==> src/design/hcbd_pkg.sv <==
// Shared types and character constants for the chunked body decoder.
package hcbd_pkg;

    // Character codes used by the size line parser
    localparam logic [7:0] CHAR_LF    = 8'h0A;
    localparam logic [7:0] CHAR_CR    = 8'h0D;
    localparam logic [7:0] CHAR_TAB   = 8'h09;
    localparam logic [7:0] CHAR_VT    = 8'h0B;
    localparam logic [7:0] CHAR_FF    = 8'h0C;
    localparam logic [7:0] CHAR_SPACE = 8'h20;

    // Bytes dropped after each chunk's data
    localparam logic [1:0] TRAILER_BYTES = 2'd2;

    // One body byte as it enters the decoder
    typedef struct packed {
        logic       start_of_body;
        logic [7:0] body_byte;
    } in_item_t;

    // One decoded result
    typedef struct packed {
        logic       payload_valid;
        logic [7:0] payload_byte;
        logic       chunk_last;
        logic       body_complete;
    } result_t;

    // Decoded hex character
    typedef struct packed {
        logic       is_hex;
        logic [3:0] value;
    } hex_t;

    function automatic hex_t hex_decode(input logic [7:0] c);
        hex_t h;
        h.is_hex = 1'b1;
        h.value  = 4'd0;
        if (c >= 8'h30 && c <= 8'h39) begin
            h.value = 4'(c - 8'h30);
        end
        else if (c >= 8'h61 && c <= 8'h66) begin
            h.value = 4'(c - 8'h57);
        end
        else if (c >= 8'h41 && c <= 8'h46) begin
            h.value = 4'(c - 8'h37);
        end
        else begin
            h.is_hex = 1'b0;
        end
        return h;
    endfunction

endpackage

==> src/design/hcbd_in_reg.sv <==
// Input register stage: holds one accepted body byte until the decoder takes it.
module hcbd_in_reg (
    input  logic               clk,
    input  logic               rst_n,
    input  logic               s_valid,
    output logic               s_ready,
    input  hcbd_pkg::in_item_t s_item,
    output logic               item_valid,
    output hcbd_pkg::in_item_t item,
    input  logic               item_take
);

    logic               valid_reg;
    hcbd_pkg::in_item_t item_reg;

    // Accept whenever the held item is empty or leaves this cycle
    assign s_ready    = !valid_reg || item_take;
    assign item_valid = valid_reg;
    assign item       = item_reg;

    // Hold the valid flag
    always_ff @(posedge clk or negedge rst_n)
    begin
        if (!rst_n)
        begin
            valid_reg <= 1'b0;
        end
        else if (s_ready)
        begin
            valid_reg <= s_valid;
        end
    end

    // Capture the payload on each accepted transaction
    always_ff @(posedge clk)
    begin
        if (s_valid && s_ready)
        begin
            item_reg <= s_item;
        end
    end

endmodule

==> src/design/hcbd_core.sv <==
// Chunk framing state machine with its result register.
module hcbd_core #(
    parameter int SIZE_WIDTH = 32
) (
    input  logic               clk,
    input  logic               rst_n,
    input  logic               item_valid,
    input  hcbd_pkg::in_item_t item,
    output logic               item_take,
    output logic               res_valid,
    output hcbd_pkg::result_t  res,
    input  logic               res_ready
);

    typedef enum logic [2:0] {
        PH_LEAD,
        PH_DIGITS,
        PH_DATA,
        PH_SKIP,
        PH_FINAL,
        PH_DONE
    } phase_t;

    localparam logic [SIZE_WIDTH-1:0] SIZE_MAX = '1;

    phase_t                phase_reg, phase_next, phase_cur;
    logic [SIZE_WIDTH-1:0] size_accum_reg, size_accum_next, size_accum_cur;
    logic [SIZE_WIDTH-1:0] bytes_left_reg, bytes_left_next, bytes_left_cur;
    logic                  saw_cr_reg, saw_cr_next, saw_cr_cur;
    logic                  digits_ended_reg, digits_ended_next, digits_ended_cur;
    logic [1:0]            skip_count_reg, skip_count_next, skip_count_cur;
    logic                  res_valid_reg;
    hcbd_pkg::result_t     res_reg, res_next;
    hcbd_pkg::hex_t        hex;
    logic [7:0]            c;
    logic                  blank;
    logic                  line_end;
    logic [1:0]            skip_dec;

    // Take the held byte when the result register is free or drains now
    assign item_take = item_valid && (!res_valid_reg || res_ready);
    assign res_valid = res_valid_reg;
    assign res       = res_reg;

    assign c        = item.body_byte;
    assign hex      = hcbd_pkg::hex_decode(c);
    assign line_end = (c == hcbd_pkg::CHAR_LF) && saw_cr_cur;
    assign skip_dec = (skip_count_cur != 2'd0) ? skip_count_cur - 2'd1 : 2'd0;

    always_comb
    begin
        blank = c inside {hcbd_pkg::CHAR_SPACE, hcbd_pkg::CHAR_TAB, hcbd_pkg::CHAR_LF,
                          hcbd_pkg::CHAR_VT, hcbd_pkg::CHAR_FF, hcbd_pkg::CHAR_CR};
    end

    // Start of body restarts the size line before this byte is decoded
    always_comb
    begin
        if (item.start_of_body)
        begin
            phase_cur        = PH_LEAD;
            size_accum_cur   = '0;
            bytes_left_cur   = '0;
            saw_cr_cur       = 1'b0;
            digits_ended_cur = 1'b0;
            skip_count_cur   = 2'd0;
        end
        else
        begin
            phase_cur        = phase_reg;
            size_accum_cur   = size_accum_reg;
            bytes_left_cur   = bytes_left_reg;
            saw_cr_cur       = saw_cr_reg;
            digits_ended_cur = digits_ended_reg;
            skip_count_cur   = skip_count_reg;
        end
    end

    // Decode one byte against the framing state
    always_comb
    begin
        phase_next        = phase_cur;
        size_accum_next   = size_accum_cur;
        bytes_left_next   = bytes_left_cur;
        saw_cr_next       = saw_cr_cur;
        digits_ended_next = digits_ended_cur;
        skip_count_next   = skip_count_cur;
        res_next          = '0;
        case (phase_cur)
            PH_LEAD, PH_DIGITS:
            begin
                if (line_end)
                begin
                    // Close the size line: zero size means the last chunk
                    saw_cr_next       = 1'b0;
                    digits_ended_next = 1'b0;
                    if (size_accum_cur == '0)
                    begin
                        phase_next = PH_FINAL;
                    end
                    else
                    begin
                        bytes_left_next = size_accum_cur;
                        phase_next      = PH_DATA;
                    end
                end
                else
                begin
                    saw_cr_next = (c == hcbd_pkg::CHAR_CR);
                    if (phase_cur == PH_LEAD)
                    begin
                        if (!blank)
                        begin
                            phase_next = PH_DIGITS;
                            if (hex.is_hex)
                            begin
                                size_accum_next = SIZE_WIDTH'(hex.value);
                            end
                            else
                            begin
                                digits_ended_next = 1'b1;
                            end
                        end
                    end
                    else if (!digits_ended_cur)
                    begin
                        if (!hex.is_hex)
                        begin
                            digits_ended_next = 1'b1;
                        end
                        else if (|size_accum_cur[SIZE_WIDTH-1 -: 4])
                        begin
                            // Saturate once another digit would overflow
                            size_accum_next = SIZE_MAX;
                        end
                        else
                        begin
                            size_accum_next = {size_accum_cur[SIZE_WIDTH-5:0], hex.value};
                        end
                    end
                end
            end
            PH_DATA:
            begin
                res_next.payload_valid = 1'b1;
                res_next.payload_byte  = c;
                if (~|bytes_left_cur[SIZE_WIDTH-1:1])
                begin
                    bytes_left_next     = '0;
                    res_next.chunk_last = 1'b1;
                    phase_next          = PH_SKIP;
                    skip_count_next     = hcbd_pkg::TRAILER_BYTES;
                end
                else
                begin
                    bytes_left_next = bytes_left_cur - SIZE_WIDTH'(1);
                end
            end
            PH_SKIP:
            begin
                // Drop the trailer bytes, then open a new size line
                skip_count_next = skip_dec;
                if (skip_dec == 2'd0)
                begin
                    phase_next        = PH_LEAD;
                    size_accum_next   = '0;
                    bytes_left_next   = '0;
                    saw_cr_next       = 1'b0;
                    digits_ended_next = 1'b0;
                end
            end
            PH_FINAL:
            begin
                if (line_end)
                begin
                    saw_cr_next            = 1'b0;
                    res_next.body_complete = 1'b1;
                    phase_next             = PH_DONE;
                end
                else
                begin
                    saw_cr_next = (c == hcbd_pkg::CHAR_CR);
                end
            end
            default:
            begin
                // Completed: ignore bytes until the next start of body
            end
        endcase
    end

    // Hold framing state and the result register
    always_ff @(posedge clk or negedge rst_n)
    begin
        if (!rst_n)
        begin
            phase_reg        <= PH_LEAD;
            size_accum_reg   <= '0;
            bytes_left_reg   <= '0;
            saw_cr_reg       <= 1'b0;
            digits_ended_reg <= 1'b0;
            skip_count_reg   <= 2'd0;
            res_valid_reg    <= 1'b0;
            res_reg          <= '0;
        end
        else
        begin
            if (item_take)
            begin
                phase_reg        <= phase_next;
                size_accum_reg   <= size_accum_next;
                bytes_left_reg   <= bytes_left_next;
                saw_cr_reg       <= saw_cr_next;
                digits_ended_reg <= digits_ended_next;
                skip_count_reg   <= skip_count_next;
                res_reg          <= res_next;
            end
            if (item_take)
            begin
                res_valid_reg <= 1'b1;
            end
            else if (res_ready)
            begin
                res_valid_reg <= 1'b0;
            end
        end
    end

    // A chunk end marker only rides on a payload byte
    assert property (@(posedge clk) disable iff (!rst_n)
        res_valid_reg && res_reg.chunk_last |-> res_reg.payload_valid)
    else $error("chunk_last without payload_valid");

    // Payload and completion never share one result
    assert property (@(posedge clk) disable iff (!rst_n)
        res_valid_reg |-> !(res_reg.payload_valid && res_reg.body_complete))
    else $error("payload and completion in one result");

    // Completion moves the decoder into its finished phase
    assert property (@(posedge clk) disable iff (!rst_n)
        item_take && res_next.body_complete |=> phase_reg == PH_DONE)
    else $error("completion without entering the finished phase");

    // Once finished, bytes give all-zero results until a restart
    assert property (@(posedge clk) disable iff (!rst_n)
        item_take && phase_cur == PH_DONE |=> res_valid_reg && res_reg == '0)
    else $error("non-zero result after completion");

    // A byte taken in the data phase comes out as payload
    assert property (@(posedge clk) disable iff (!rst_n)
        item_take && phase_cur == PH_DATA |=> res_valid_reg && res_reg.payload_valid)
    else $error("data byte not passed out");

endmodule

==> src/design/http_chunked_body_decoder.sv <==
// Top level of the HTTP/1.1 chunked transfer body decoder.
// Takes the message body one byte per transaction and produces exactly one result per
// byte: payload bytes are flagged and the last byte of each chunk carries tlast, size
// lines, chunk trailers and everything after the terminating line give empty results,
// and the LF that ends the terminating line raises body_complete. Raise start_of_body
// with the first byte of a new body. One byte is taken every clock cycle unless the
// decoder stalls; each byte passes an input register and then one decode step into the
// result register, which presents its result. While a result waits for the downstream
// side the decoder stalls: the input register takes at most one more byte and then holds
// s_axis_tready low. SIZE_WIDTH sets the chunk size counter; larger sizes saturate at its
// maximum.
module http_chunked_body_decoder #(
    parameter int SIZE_WIDTH = 32
) (
    input  logic       clk,
    input  logic       rst_n,
    input  logic       s_axis_tvalid,
    output logic       s_axis_tready,
    input  logic [7:0] s_axis_tdata,   // [7:0] body_byte
    input  logic [0:0] s_axis_tuser,   // [0] start_of_body
    output logic       m_axis_tvalid,
    input  logic       m_axis_tready,
    output logic [7:0] m_axis_tdata,   // [7:0] payload_byte
    output logic       m_axis_tlast,   // chunk_last
    output logic [1:0] m_axis_tuser    // [0] payload_valid, [1] body_complete
);

    hcbd_pkg::in_item_t s_item;
    hcbd_pkg::in_item_t item;
    hcbd_pkg::result_t  res;
    logic               item_valid;
    logic               item_take;

    // Pack the slave-side transaction
    assign s_item.body_byte     = s_axis_tdata;
    assign s_item.start_of_body = s_axis_tuser[0];

    hcbd_in_reg u_in_reg (
        .clk        (clk),
        .rst_n      (rst_n),
        .s_valid    (s_axis_tvalid),
        .s_ready    (s_axis_tready),
        .s_item     (s_item),
        .item_valid (item_valid),
        .item       (item),
        .item_take  (item_take)
    );

    hcbd_core #(
        .SIZE_WIDTH (SIZE_WIDTH)
    ) u_core (
        .clk        (clk),
        .rst_n      (rst_n),
        .item_valid (item_valid),
        .item       (item),
        .item_take  (item_take),
        .res_valid  (m_axis_tvalid),
        .res        (res),
        .res_ready  (m_axis_tready)
    );

    // Unpack the result onto the master side
    assign m_axis_tdata = res.payload_byte;
    assign m_axis_tlast = res.chunk_last;
    assign m_axis_tuser = {res.body_complete, res.payload_valid};

endmodule

==> config.mk <==
export PLATFORM = sky130hd
export DESIGN_NAME = http_chunked_body_decoder
export DESIGN_NICKNAME = d
export VERILOG_FILES = /design/src/design/hcbd_pkg.sv /design/src/design/hcbd_in_reg.sv /design/src/design/hcbd_core.sv /design/src/design/http_chunked_body_decoder.sv
export SDC_FILE = /design/constraint.sdc
export NUM_CORES = 1
export LEC_CHECK = 0
export ABC_AREA = 1
export BUFFER_PORTS_ARGS = -buffer_cell sky130_fd_sc_hd__buf_2
export CORE_ASPECT_RATIO = 0.9
export CORE_MARGIN = 2
export CORE_UTILIZATION = 60
export CTS_CLUSTER_SIZE = 28
export DETAILED_ROUTE_END_ITERATION = 12
export GPL_TIMING_DRIVEN = 0
export PLACE_DENSITY = 0.76
export SLEW_MARGIN = 15
export SYNTH_ARGS = -nofsm -noshare
export SYNTH_HDL_FRONTEND = slang
export SYNTH_HIERARCHICAL = 1
export SYNTH_SLANG_ARGS = --single-unit
==> constraint.sdc <==
create_clock -name clk -period 3 [get_ports clk]
set_clock_uncertainty 0.15 [all_clocks]
set_input_delay 0.75 -clock clk [delete_from_list [all_inputs] [get_ports clk]]
set_output_delay 0.75 -clock clk [all_outputs]
set_load 0.05 [all_outputs]
## Word-level counts from Yosys, hierarchy flattened

Index checks and enable logic that the tools add are counted.

- Input port bits: 13
- Output and inout bits: 13
- Latch bits: 0
- Logic and storage cells: 109
- Memory bits (writable): 0
- Memories: 0
- Flip-flop bits (word level): 93
- ROM bits: 0

- Mux-type cells: 54
- Shift-type cells: 0
- Multiply operators: 0
- Equal/unequal tests: 10
- Bitwise operators: 0
- Divide/modulo/power cells: 0
- $add $sub $neg: 5
- Reduce and logical (&&, ||, !) cells: 20
- Order comparisons: 6

Operators with widths:

| operator | count |
|---|---|
| $mux 32 | 14 |
| $pmux 32 s3 | 1 |
| $pmux 32 s2 | 1 |
| $eq 8x4->1 const B | 5 |
| $logic_not 32->1 | 1 |
| $sub 32x1->32 const B | 1 |
| $reduce_or 31->1 | 1 |
| $mux 3 | 8 |
| $mux 1 | 19 |
| $ge 8x7->1 const B | 2 |
| $le 8x7->1 const B | 2 |
| $mux 4 | 3 |
| $pmux 3 s4 | 1 |
| $mux 10 | 1 |
| $eq 8x6->1 const B | 1 |
| $ge 8x6->1 const B | 1 |
| $le 8x6->1 const B | 1 |
| $sub 4x3->4 const B | 2 |
| $eq 3x2->1 const B | 2 |
| $logic_and 1x1->1 | 6 |
| $mux 2 | 3 |
| $reduce_bool 6->1 | 1 |
| $pmux 1 s2 | 2 |
| $pmux 2 s2 | 1 |
| 12 further kinds | 15 |

## Longest topological paths before layout

Gate-level depths: netlist of the first run.

- Depth in word-level cells: 11
- Mapped depth: 16
- Gate-level depth less buffers: 14

## Modules after synthesis

The synthesis of the first run kept the hierarchy.

By module, submodules not included:

| module | area an instance (um2) | seq. area each (um2) | times used | cells each |
|---|---|---|---|---|
| hcbd_core | 7073.0 | 2077.0 | 1 | 1188 |
| hcbd_in_reg | 315.3 | 295.3 | 1 | 15 |

## Least setup slack after synthesis of the first run

OpenSTA, ideal clock, no wires.

- Path type: in2out
- Start point: input m_axis_tready
- End point: output s_axis_tready
- Slack: 94 ps
- Data required time: 2100 ps
- Cell stages on the path: 8
- Arrival time: 2006 ps
- Path buffers: 2
- Path through: inv_1 nand2_1 nand2_1 inv_1 clkbuf_1 clkbuf_1 inv_1 nand2_1

- Cells in the longest elaborated chain, start to end: 3

RTL lines:

| item | RTL line | text |
|---|---|---|
| start: declaration | http_chunked_body_decoder.sv:22 | `input logic m_axis_tready,` |
| $logic_or 1x1->1 | hcbd_core.sv:41 | `assign item_take = item_valid && (!res_valid_reg \|\| res_ready);` |
| $logic_and 1x1->1 | hcbd_core.sv:41 |  |
| net item_take | http_chunked_body_decoder.sv:32 | `logic item_take;` |
| $logic_or 1x1->1 | hcbd_in_reg.sv:17 | `assign s_ready = !valid_reg \|\| item_take;` |
| end: declaration | http_chunked_body_decoder.sv:18 | `output logic s_axis_tready,` |

The timed path passes the listed nets, and every way through them passes these cells.

## Worst setup path after layout of the first run

- Start point: register u_in_reg.item_reg (netlist bit u_in_reg/item[8])
- End point: register u_core.size_accum_reg[27]

- Cells in the longest elaborated chain, start to end: 8
- Elaborated cells between the ends (all ways): 24
- Classes of those cells: add/sub (1); eq/ne (2); mux (15); reduce/logical (6)

RTL lines:

| item | RTL line | text |
|---|---|---|
| start: declaration | hcbd_in_reg.sv:14 | `hcbd_pkg::in_item_t item_reg;` |
| start signal: assignment | hcbd_in_reg.sv:39 | `item_reg <= s_item;` |
| $mux 32 | hcbd_core.sv:59 | `if (item.start_of_body)` |
| $reduce_or 4->1 | hcbd_core.sv:131 | `else if (\|size_accum_cur[SIZE_WIDTH-1 -: 4])` |
| $mux 32 | hcbd_core.sv:131 |  |
| $mux 32 | hcbd_core.sv:127 | `if (!hex.is_hex)` |
| $mux 32 | hcbd_core.sv:125 | `else if (!digits_ended_cur)` |
| $mux 32 | hcbd_core.sv:110 | `if (phase_cur == PH_LEAD)` |
| $mux 32 | hcbd_core.sv:92 | `if (line_end)` |
| $pmux 32 s2 (*) | hcbd_core.sv:89 | `case (phase_cur)` |
| end signal: assignment | hcbd_core.sv:211 | `size_accum_reg <= size_accum_next;` |
| end: declaration | hcbd_core.sv:27 | `logic [SIZE_WIDTH-1:0] size_accum_reg, size_accum_next, size_accum_cur;` |

Every way passes the cells marked *; elsewhere a longest branch is shown, timed or not.
A chain may end at the register's enable or synchronous reset.

==> impl_results.md, run 1 <==
- Vias: between 8000 and 9000
- Yosys cell types: 37
- Layout net count: 1260
- Area of the mapped netlist: about 7400 um2
- Top-Level Pins: 26
- Layout cells sized above 1: 9.55%
- FF+latch count, synth: 93
- Syn Nets: 1222
- Slew Limit Headroom: 41.1%
- Buffers on Ports: 25
- CTS tree: yes
- Most frequent cells in the layout: nand2_1, nand3_1, nor2_1
- Dpl cells: 1389
- Setup Crit Path Kind: register to register
- DP HPWL: 18100 um
- Setup-failing EPs final: 0
- Horiz. Die Dim: 121 um
- Die area: 13200 um2
- Initial antenna violation count: 0
- Buffers plus inverters on the worst setup path: 6
- Core area: 12000 um2
- Status: finished clean
- Max FO, Critical Path: 10
- WL met3: 3070 um
- Cells after Synth: 1203
- CP Capture Type: register
- Clock Sinks: 93
- Final Hold Violating Endpoints: 0
- Final Util: 67.2%
- Tmin final: 2.89 ns
- Avg Vias per Cell: 5.89
- GPL Wtd Cong: 1.02
- CTS Buf Count: 9
- Post-CTS Hold Fix Bufs: 0
- Core Rows: 38
- Top sig layer: met4
- Peak supply drop: 0.000663 V
- CTS HTree Levels: 3
- Total leakage power: roughly 4.5 nW
- Cell Chain, Critical Path: inv_2, buf_6, buf_6, buf_2, nand2_1, nor2_4, nor2_1, inv_2, buf_2, a21oi_1, a22oi_1
- CP peak stage delay: between 0.4 and 0.5 ns
- Maximum clock path buffer count: 2
- Worst slew pin tran: 0.883 ns
- Setup TNS: 0 ns
- Layout fillers: between 1000 and 1500
- Non-Filler Instances: between 1000 and 1500
- Hold WC Path Type: input pin to asynchronous set/reset pin
- First-pass GRT wire length: about 39000 um
- Post-Route WL: 24800 um
- Syn avg cell area: 6.14 um2
- Number of synthesis warnings: 6
- Max_cap viols: 0
- GRT Total Usage: 38.9%
- ANT nets after route: 0
- CP startpoint kind: register
- Grt ovf: 0
- R2R depth: 11
- Root Buffer Master: clkbuf_16
- CP top delay family: buffers and inverters
- Starting DRT DRC Count: 1257
- Final Cycle Share: 96.2%
- Worst Path Arrival: 3.00 ns
- Wire length on met2: roughly 11000 um
- Commonest non-fill, non-tap cell in the layout: nand2_1
- Seq/Total Area, Yosys: 32.1%
- Clk_lat worst skew: between 0.3 and 0.4 ns
- # diodes: 0
- Max Fclk: 346 MHz
- Final Power: approximately 5.7 mW
- Vias in the first global route: 7459
- DR WL/cell: 17.7 um
- Wl on met1: 10300 um
- Cell count along the critical path: 11
- Largest net degree at the start of global routing: 47
- Area grow syn2layout: 9.47%
- Clock transition at the registers of the reported paths: 0.07 ns
- TritonRoute pass-1 iters: 6
- Worst path required time: 3.11 ns
- Power Density: 701 nW/um2
- Critical Path Slowest Stage Cell: edfxtp_1
- Initial Util: 61.4%
- Die height: 109 um
- DR DRC count: 0
- Max-slew violation count: 0
==> through the flow <==
step                area (um2)  hold slack, ns  setup WS [ns]
CTS                       8050           0.241         0.0429
detailed placement        7740           0.314         -0.491
finish                    8090           0.230          0.114
global route              8090           0.279       -0.00947
floorplan                 7390           0.299         0.0942
global placement          7710           0.311         -0.415
==> routing by layer <==
| layer | global-route usage (%) | vias up |
|---|---|---|
| li1 | - | 3955 |
| met3 | 8.73 | 68 |
| met2 | 56.7 | 521 |
| met4 | 16.8 | 0 |
| met5 | 0 | - |
| met1 | 55.4 | 3739 |
==> timing repair <==
item / 4_1_cts / 5_1_grt
buffers inserted: 1 / 2
gates resized for setup: 3 / 14
setup endpoints to repair: 29 / 60
endpoints found under the hold margin: 0 / 0
==> synthesized netlist by cell type <==
cell       number  area, um2
a211oi_1        1       7.51
ha_1            6       75.1
nand4_1         5       31.3
dfrtp_1        84       2100
xnor2_1         4       35.0
buf_1           4       15.0
buf_6           9        101
inv_2           3       11.3
nand2_2        17        106
o21ai_0        78        390
buf_2          14       70.1
clkinv_1        1       3.75
o21bai_1        2       15.0
nand3_1       181        906
a31oi_1         3       18.8
o2111ai_1       1       8.76
nor3_2          1       10.0
edfxtp_1        9        270
a41oi_1         1       8.76
xor2_1          7       61.3
nor2_2          4       25.0
nor3_1          7       35.0
nand2_1       429       1610
o211ai_1        2       15.0
inv_1          93        349
a22oi_1         7       52.6
nor2_4          2       22.5
clkbuf_1       36        135
or2_2          11       68.8
nand2_4         2       22.5
a21boi_0        4       30.0
a221oi_1        1       8.76
o21ai_1         9       45.0
buf_4           3       22.5
nor2_1        102        383
a21oi_1        54        270
nand3b_1        6       45.0
==> path summary, 6_finish.rpt <==
kind | start | end | slack (ns)
setup reg to reg | u_in_reg/item[8] | u_core/size_accum_reg[27] | 0.11
max in group asynchronous | rst_n | u_core/res[9] | 1.85
hold reg to reg | u_core/res[10] | u_core/res[10] | 0.33
hold / removal | rst_n | u_core/size_accum_reg[6] | 0.23
min in group clk | u_core/res[10] | u_core/res[10] | 0.33
setup / recovery | u_in_reg/item[8] | u_core/size_accum_reg[27] | 0.11
==> cell type report <==
type	instances	area, um2	area share, %
tap	160	200	2.48
buffer	64	343	4.24
clock inverter	5	60.1	0.743
inverter	97	368	4.55
multi-input combinational	947	4330	53.6
timing repair buffer	29	178	2.20
sequential	93	2370	29.3
clock buffer	11	233	2.88
==> worst reg2reg max path, stage by stage, from the launching register on <==
cell      delay [ns]
edfxtp_1        0.49
inv_2           0.14
buf_6           0.19
buf_6           0.19
buf_2           0.33
nand2_1         0.18
nor2_4          0.26
nor2_1          0.11
inv_2           0.16
buf_2           0.31
a21oi_1         0.11
a22oi_1         0.18
==> power by group <==
| group | leakage [nW] | internal [mW] | switching (mW) |
|---|---|---|---|
| sequential | 1.16 | 1.58 | 0.253 |
| clock | 0.140 | 0.650 | 0.514 |
| combinational | 3.22 | 0.829 | 1.85 |
==> logic make-up after synthesis <==
family	after synthesis	synth area share (%)
AO/OA/AOI/OAI	163	11.8
adder cells (fa/ha/maj)	6	1.02
AND/OR/NAND/NOR	767	44.2
XOR/XNOR	11	1.30
buffers and inverters	163	9.58
flip-flops	93	32.1
(Power assumes the default switching activity.)
==> run 2, diff against run 1 <==
Settings changed: REMOVE_ABC_BUFFERS from default to 1, SKIP_CTS_REPAIR_TIMING from default to 1.
Clock period 3 ns to 3.35 ns, I/O delays scaled along.
==> impl_results.md, run 2 (same netlist as run 1, synthesis figures left out) <==
- Hold WC Path Type: input pin to asynchronous set/reset pin
- Core Rows: 38 (unchanged)
- Critical Path Slowest Stage Cell: nor2_4
- Pre-CTS WS: -0.796 ns (-0.305 ns)
- Buffers plus inverters on the worst setup path: 5 (-1)
- TritonRoute pass-1 iters: 6 (unchanged)
- Clock transition at the registers of the reported paths: 0.06 ns (about the same)
- Top-Level Pins: 26 (unchanged)
- Most used cell, CP: nand2_1
- Final Cycle Share: approximately 93%
- First-pass GRT wire length: 34600 um (-12%)
- Die height: 109 um (unchanged)
- Total leakage power: 4.45 nW (-1.4%)
- Worst slew pin tran: 1.09 ns (+0.209 ns)
- CP top delay family: simple AND/OR/NAND/NOR gates
- RR Endpoint: u_core/size_accum_reg[18]
- Slew Limit Headroom: 27.1% (-14 points)
- Reg2Reg Setup Slack: 0.30 ns (+0.19 ns)
- # diodes: 0 (unchanged)
- Root Buffer Master: clkbuf_16
- Setup WS post-layout: 0.246 ns (+0.133 ns)
- CP peak stage delay: 0.42 ns (-0.07 ns)
- Avg Vias per Cell: 5.77 (-2.0%)
- Grt ovf: 0 (unchanged)
- Commonest non-fill, non-tap cell in the layout: nand2_1
- Layout net count: 1209 (-4.0%)
- Buffers on Ports: 25 (unchanged)
- ANT nets after route: 0 (unchanged)
- Die area: 13200 um2 (unchanged)
- Setup-failing EPs final: 0 (unchanged)
- Maximum clock path buffer count: 2 (unchanged)
- Layout cells sized above 1: 9.21% (-0.35 points)
- DR DRC count: 0 (unchanged)
- DP HPWL: 13600 um (-25%)
- GPL Wtd Cong: 0.914 (-10%)
- CP Capture Type: register
- Clk_lat worst skew: 0.35 ns (about the same)
- CTS tree: yes
- Vias in the first global route: 6956 (-6.7%)
- Horiz. Die Dim: 121 um (unchanged)
- Core area: 12000 um2 (unchanged)
- Worst hold slack: 0.291 ns (+0.0614 ns)
- Final Hold Violating Endpoints: 0 (unchanged)
- Power Density: 623 nW/um2 (-11%)
- Setup Crit Path Kind: input pin to register
- Dpl cells: 1331 (-4.2%)
- Worst Path Arrival: 3.19 ns (+0.19 ns)
- Max-slew violation count: 0 (unchanged)
- RSZ-0062 raised after global routing: false
- CP startpoint kind: input pin
- Clock Sinks: 93 (unchanged)
- Vias: 7821 (-5.6%)
- Status: finished clean
- CTS Buf Count: 9 (unchanged)
- R2R depth: 14 (+3)
- Max_cap viols: 0 (unchanged)
- Most frequent cells in the layout: nand2_1, nand3_1, nor2_1
- Starting DRT DRC Count: 942 (-25%)
- Worst path required time: 3.44 ns (+0.33 ns)
- Max FO, Critical Path: 30 (+20)
- FF-to-FF Start: u_in_reg/item[1]
- CTS HTree Levels: 3 (unchanged)
- Peak supply drop: 0.000462 V (-30%)
- Largest net degree at the start of global routing: 66 (+40%)
- Initial antenna violation count: 0 (unchanged)
- Tmin final: around 3.1 ns
- Area grow syn2layout: 8.60%
- DR WL/cell: 15.6 um (-12%)
- Layout fillers: 1097 (-1.6%)
- Cell Chain, Critical Path: buf_2, inv_1, nand2_1, nand2_4, buf_12, nor2_4, clkinvlp_4, nor2_1, clkinvlp_4, nand2_1, nand2_1
- Post-Route WL: 21100 um (-15%)
- Initial Util: 61.4% (unchanged)
- Max Fclk: 322 MHz
- Non-Filler Instances: 1355 (-3.6%)
- GRT Total Usage: 32.7% (-6.2 points)
run 2: cell types whose count changed in the layout (fill, tap and decap cells not counted), moves of 4 or more:
| cell | previous run | this run |
|---|---|---|
| clkbuf_1 | 31 | 1 |
| buf_6 | 9 | 0 |
| clkbuf_2 | 5 | 0 |
| buf_1 | 4 | 0 |
| buf_2 | 38 | 24 |
run 2: per-stage QoR:
stage | area (um2) | util [%] | power, mW | setup TNS (ns)
floorplan | 7040 | - | 3.23 | -32.35
global placement | 7370 | 61.3 | 3.73 | -202.59
detailed placement | 7600 | 63.2 | 3.84 | -25.25
CTS | 7890 | 65.6 | 4.89 | -17.81
global route | 8020 | 66.7 | 5.40 | 0
finish | 8020 | 66.7 | 5.00 | 0
run 2: worst max-delay path by stage:
stage,startpoint,endpoint,slack [ns],cells past startpoint
global placement,m_axis_tready,u_core/bytes_left_reg[12],-3.17,10
global route,u_in_reg/item[8],u_core/bytes_left_reg[10],0.08,12
finish,m_axis_tready,u_core/bytes_left_reg[9],0.25,11
detailed placement,m_axis_tready,u_core/bytes_left_reg[11],-0.80,11
CTS,m_axis_tready,u_core/bytes_left_reg[9],-0.41,11
floorplan,m_axis_tready,u_core/bytes_left_reg[11],-0.84,9
run 2: layer usage:
metal | share of wire, % | track usage, % | vias to the layer above | wire length, um
li1 | - | - | 3872 | -
met2 | 44 | 50.4 | 365 | 9320
met4 | 1.5 | 8.80 | 0 | 314
met5 | 0 | 0 | - | 0
met1 | 45 | 46.2 | 3553 | 9400
met3 | 9.8 | 7.58 | 31 | 2060
run 2: area by class of cell:
class                      count  area, um2  area share [%]
multi-input combinational    948       4400            54.8
sequential                    93       2370            29.6
inverter                      97        383            4.77
timing repair buffer          40        368            4.58
clock buffer                  10        229            2.85
tap                          160        200            2.49
clock inverter                 6       63.8           0.795
timing repair inverter         1       7.51          0.0936
run 2: worst reg2reg max path: cells and delay by family, from the launching register on:
family	cells	cell delay (ns)
buf+inv	3	0.50
simple gates	9	1.45
flops	1	0.44
compound gates	1	0.16
fa+ha+maj	1	0.24
run 2: report_power, final:
| part | total, mW | internal [mW] | leakage (nW) | switching [mW] |
|---|---|---|---|---|
| clock | 1.04 | 0.578 | 0.140 | 0.465 |
| sequential | 1.63 | 1.41 | 1.16 | 0.214 |
| combinational | 2.33 | 0.763 | 3.15 | 1.57 |
| total | 5.00 | 2.75 | 4.45 | 2.25 |
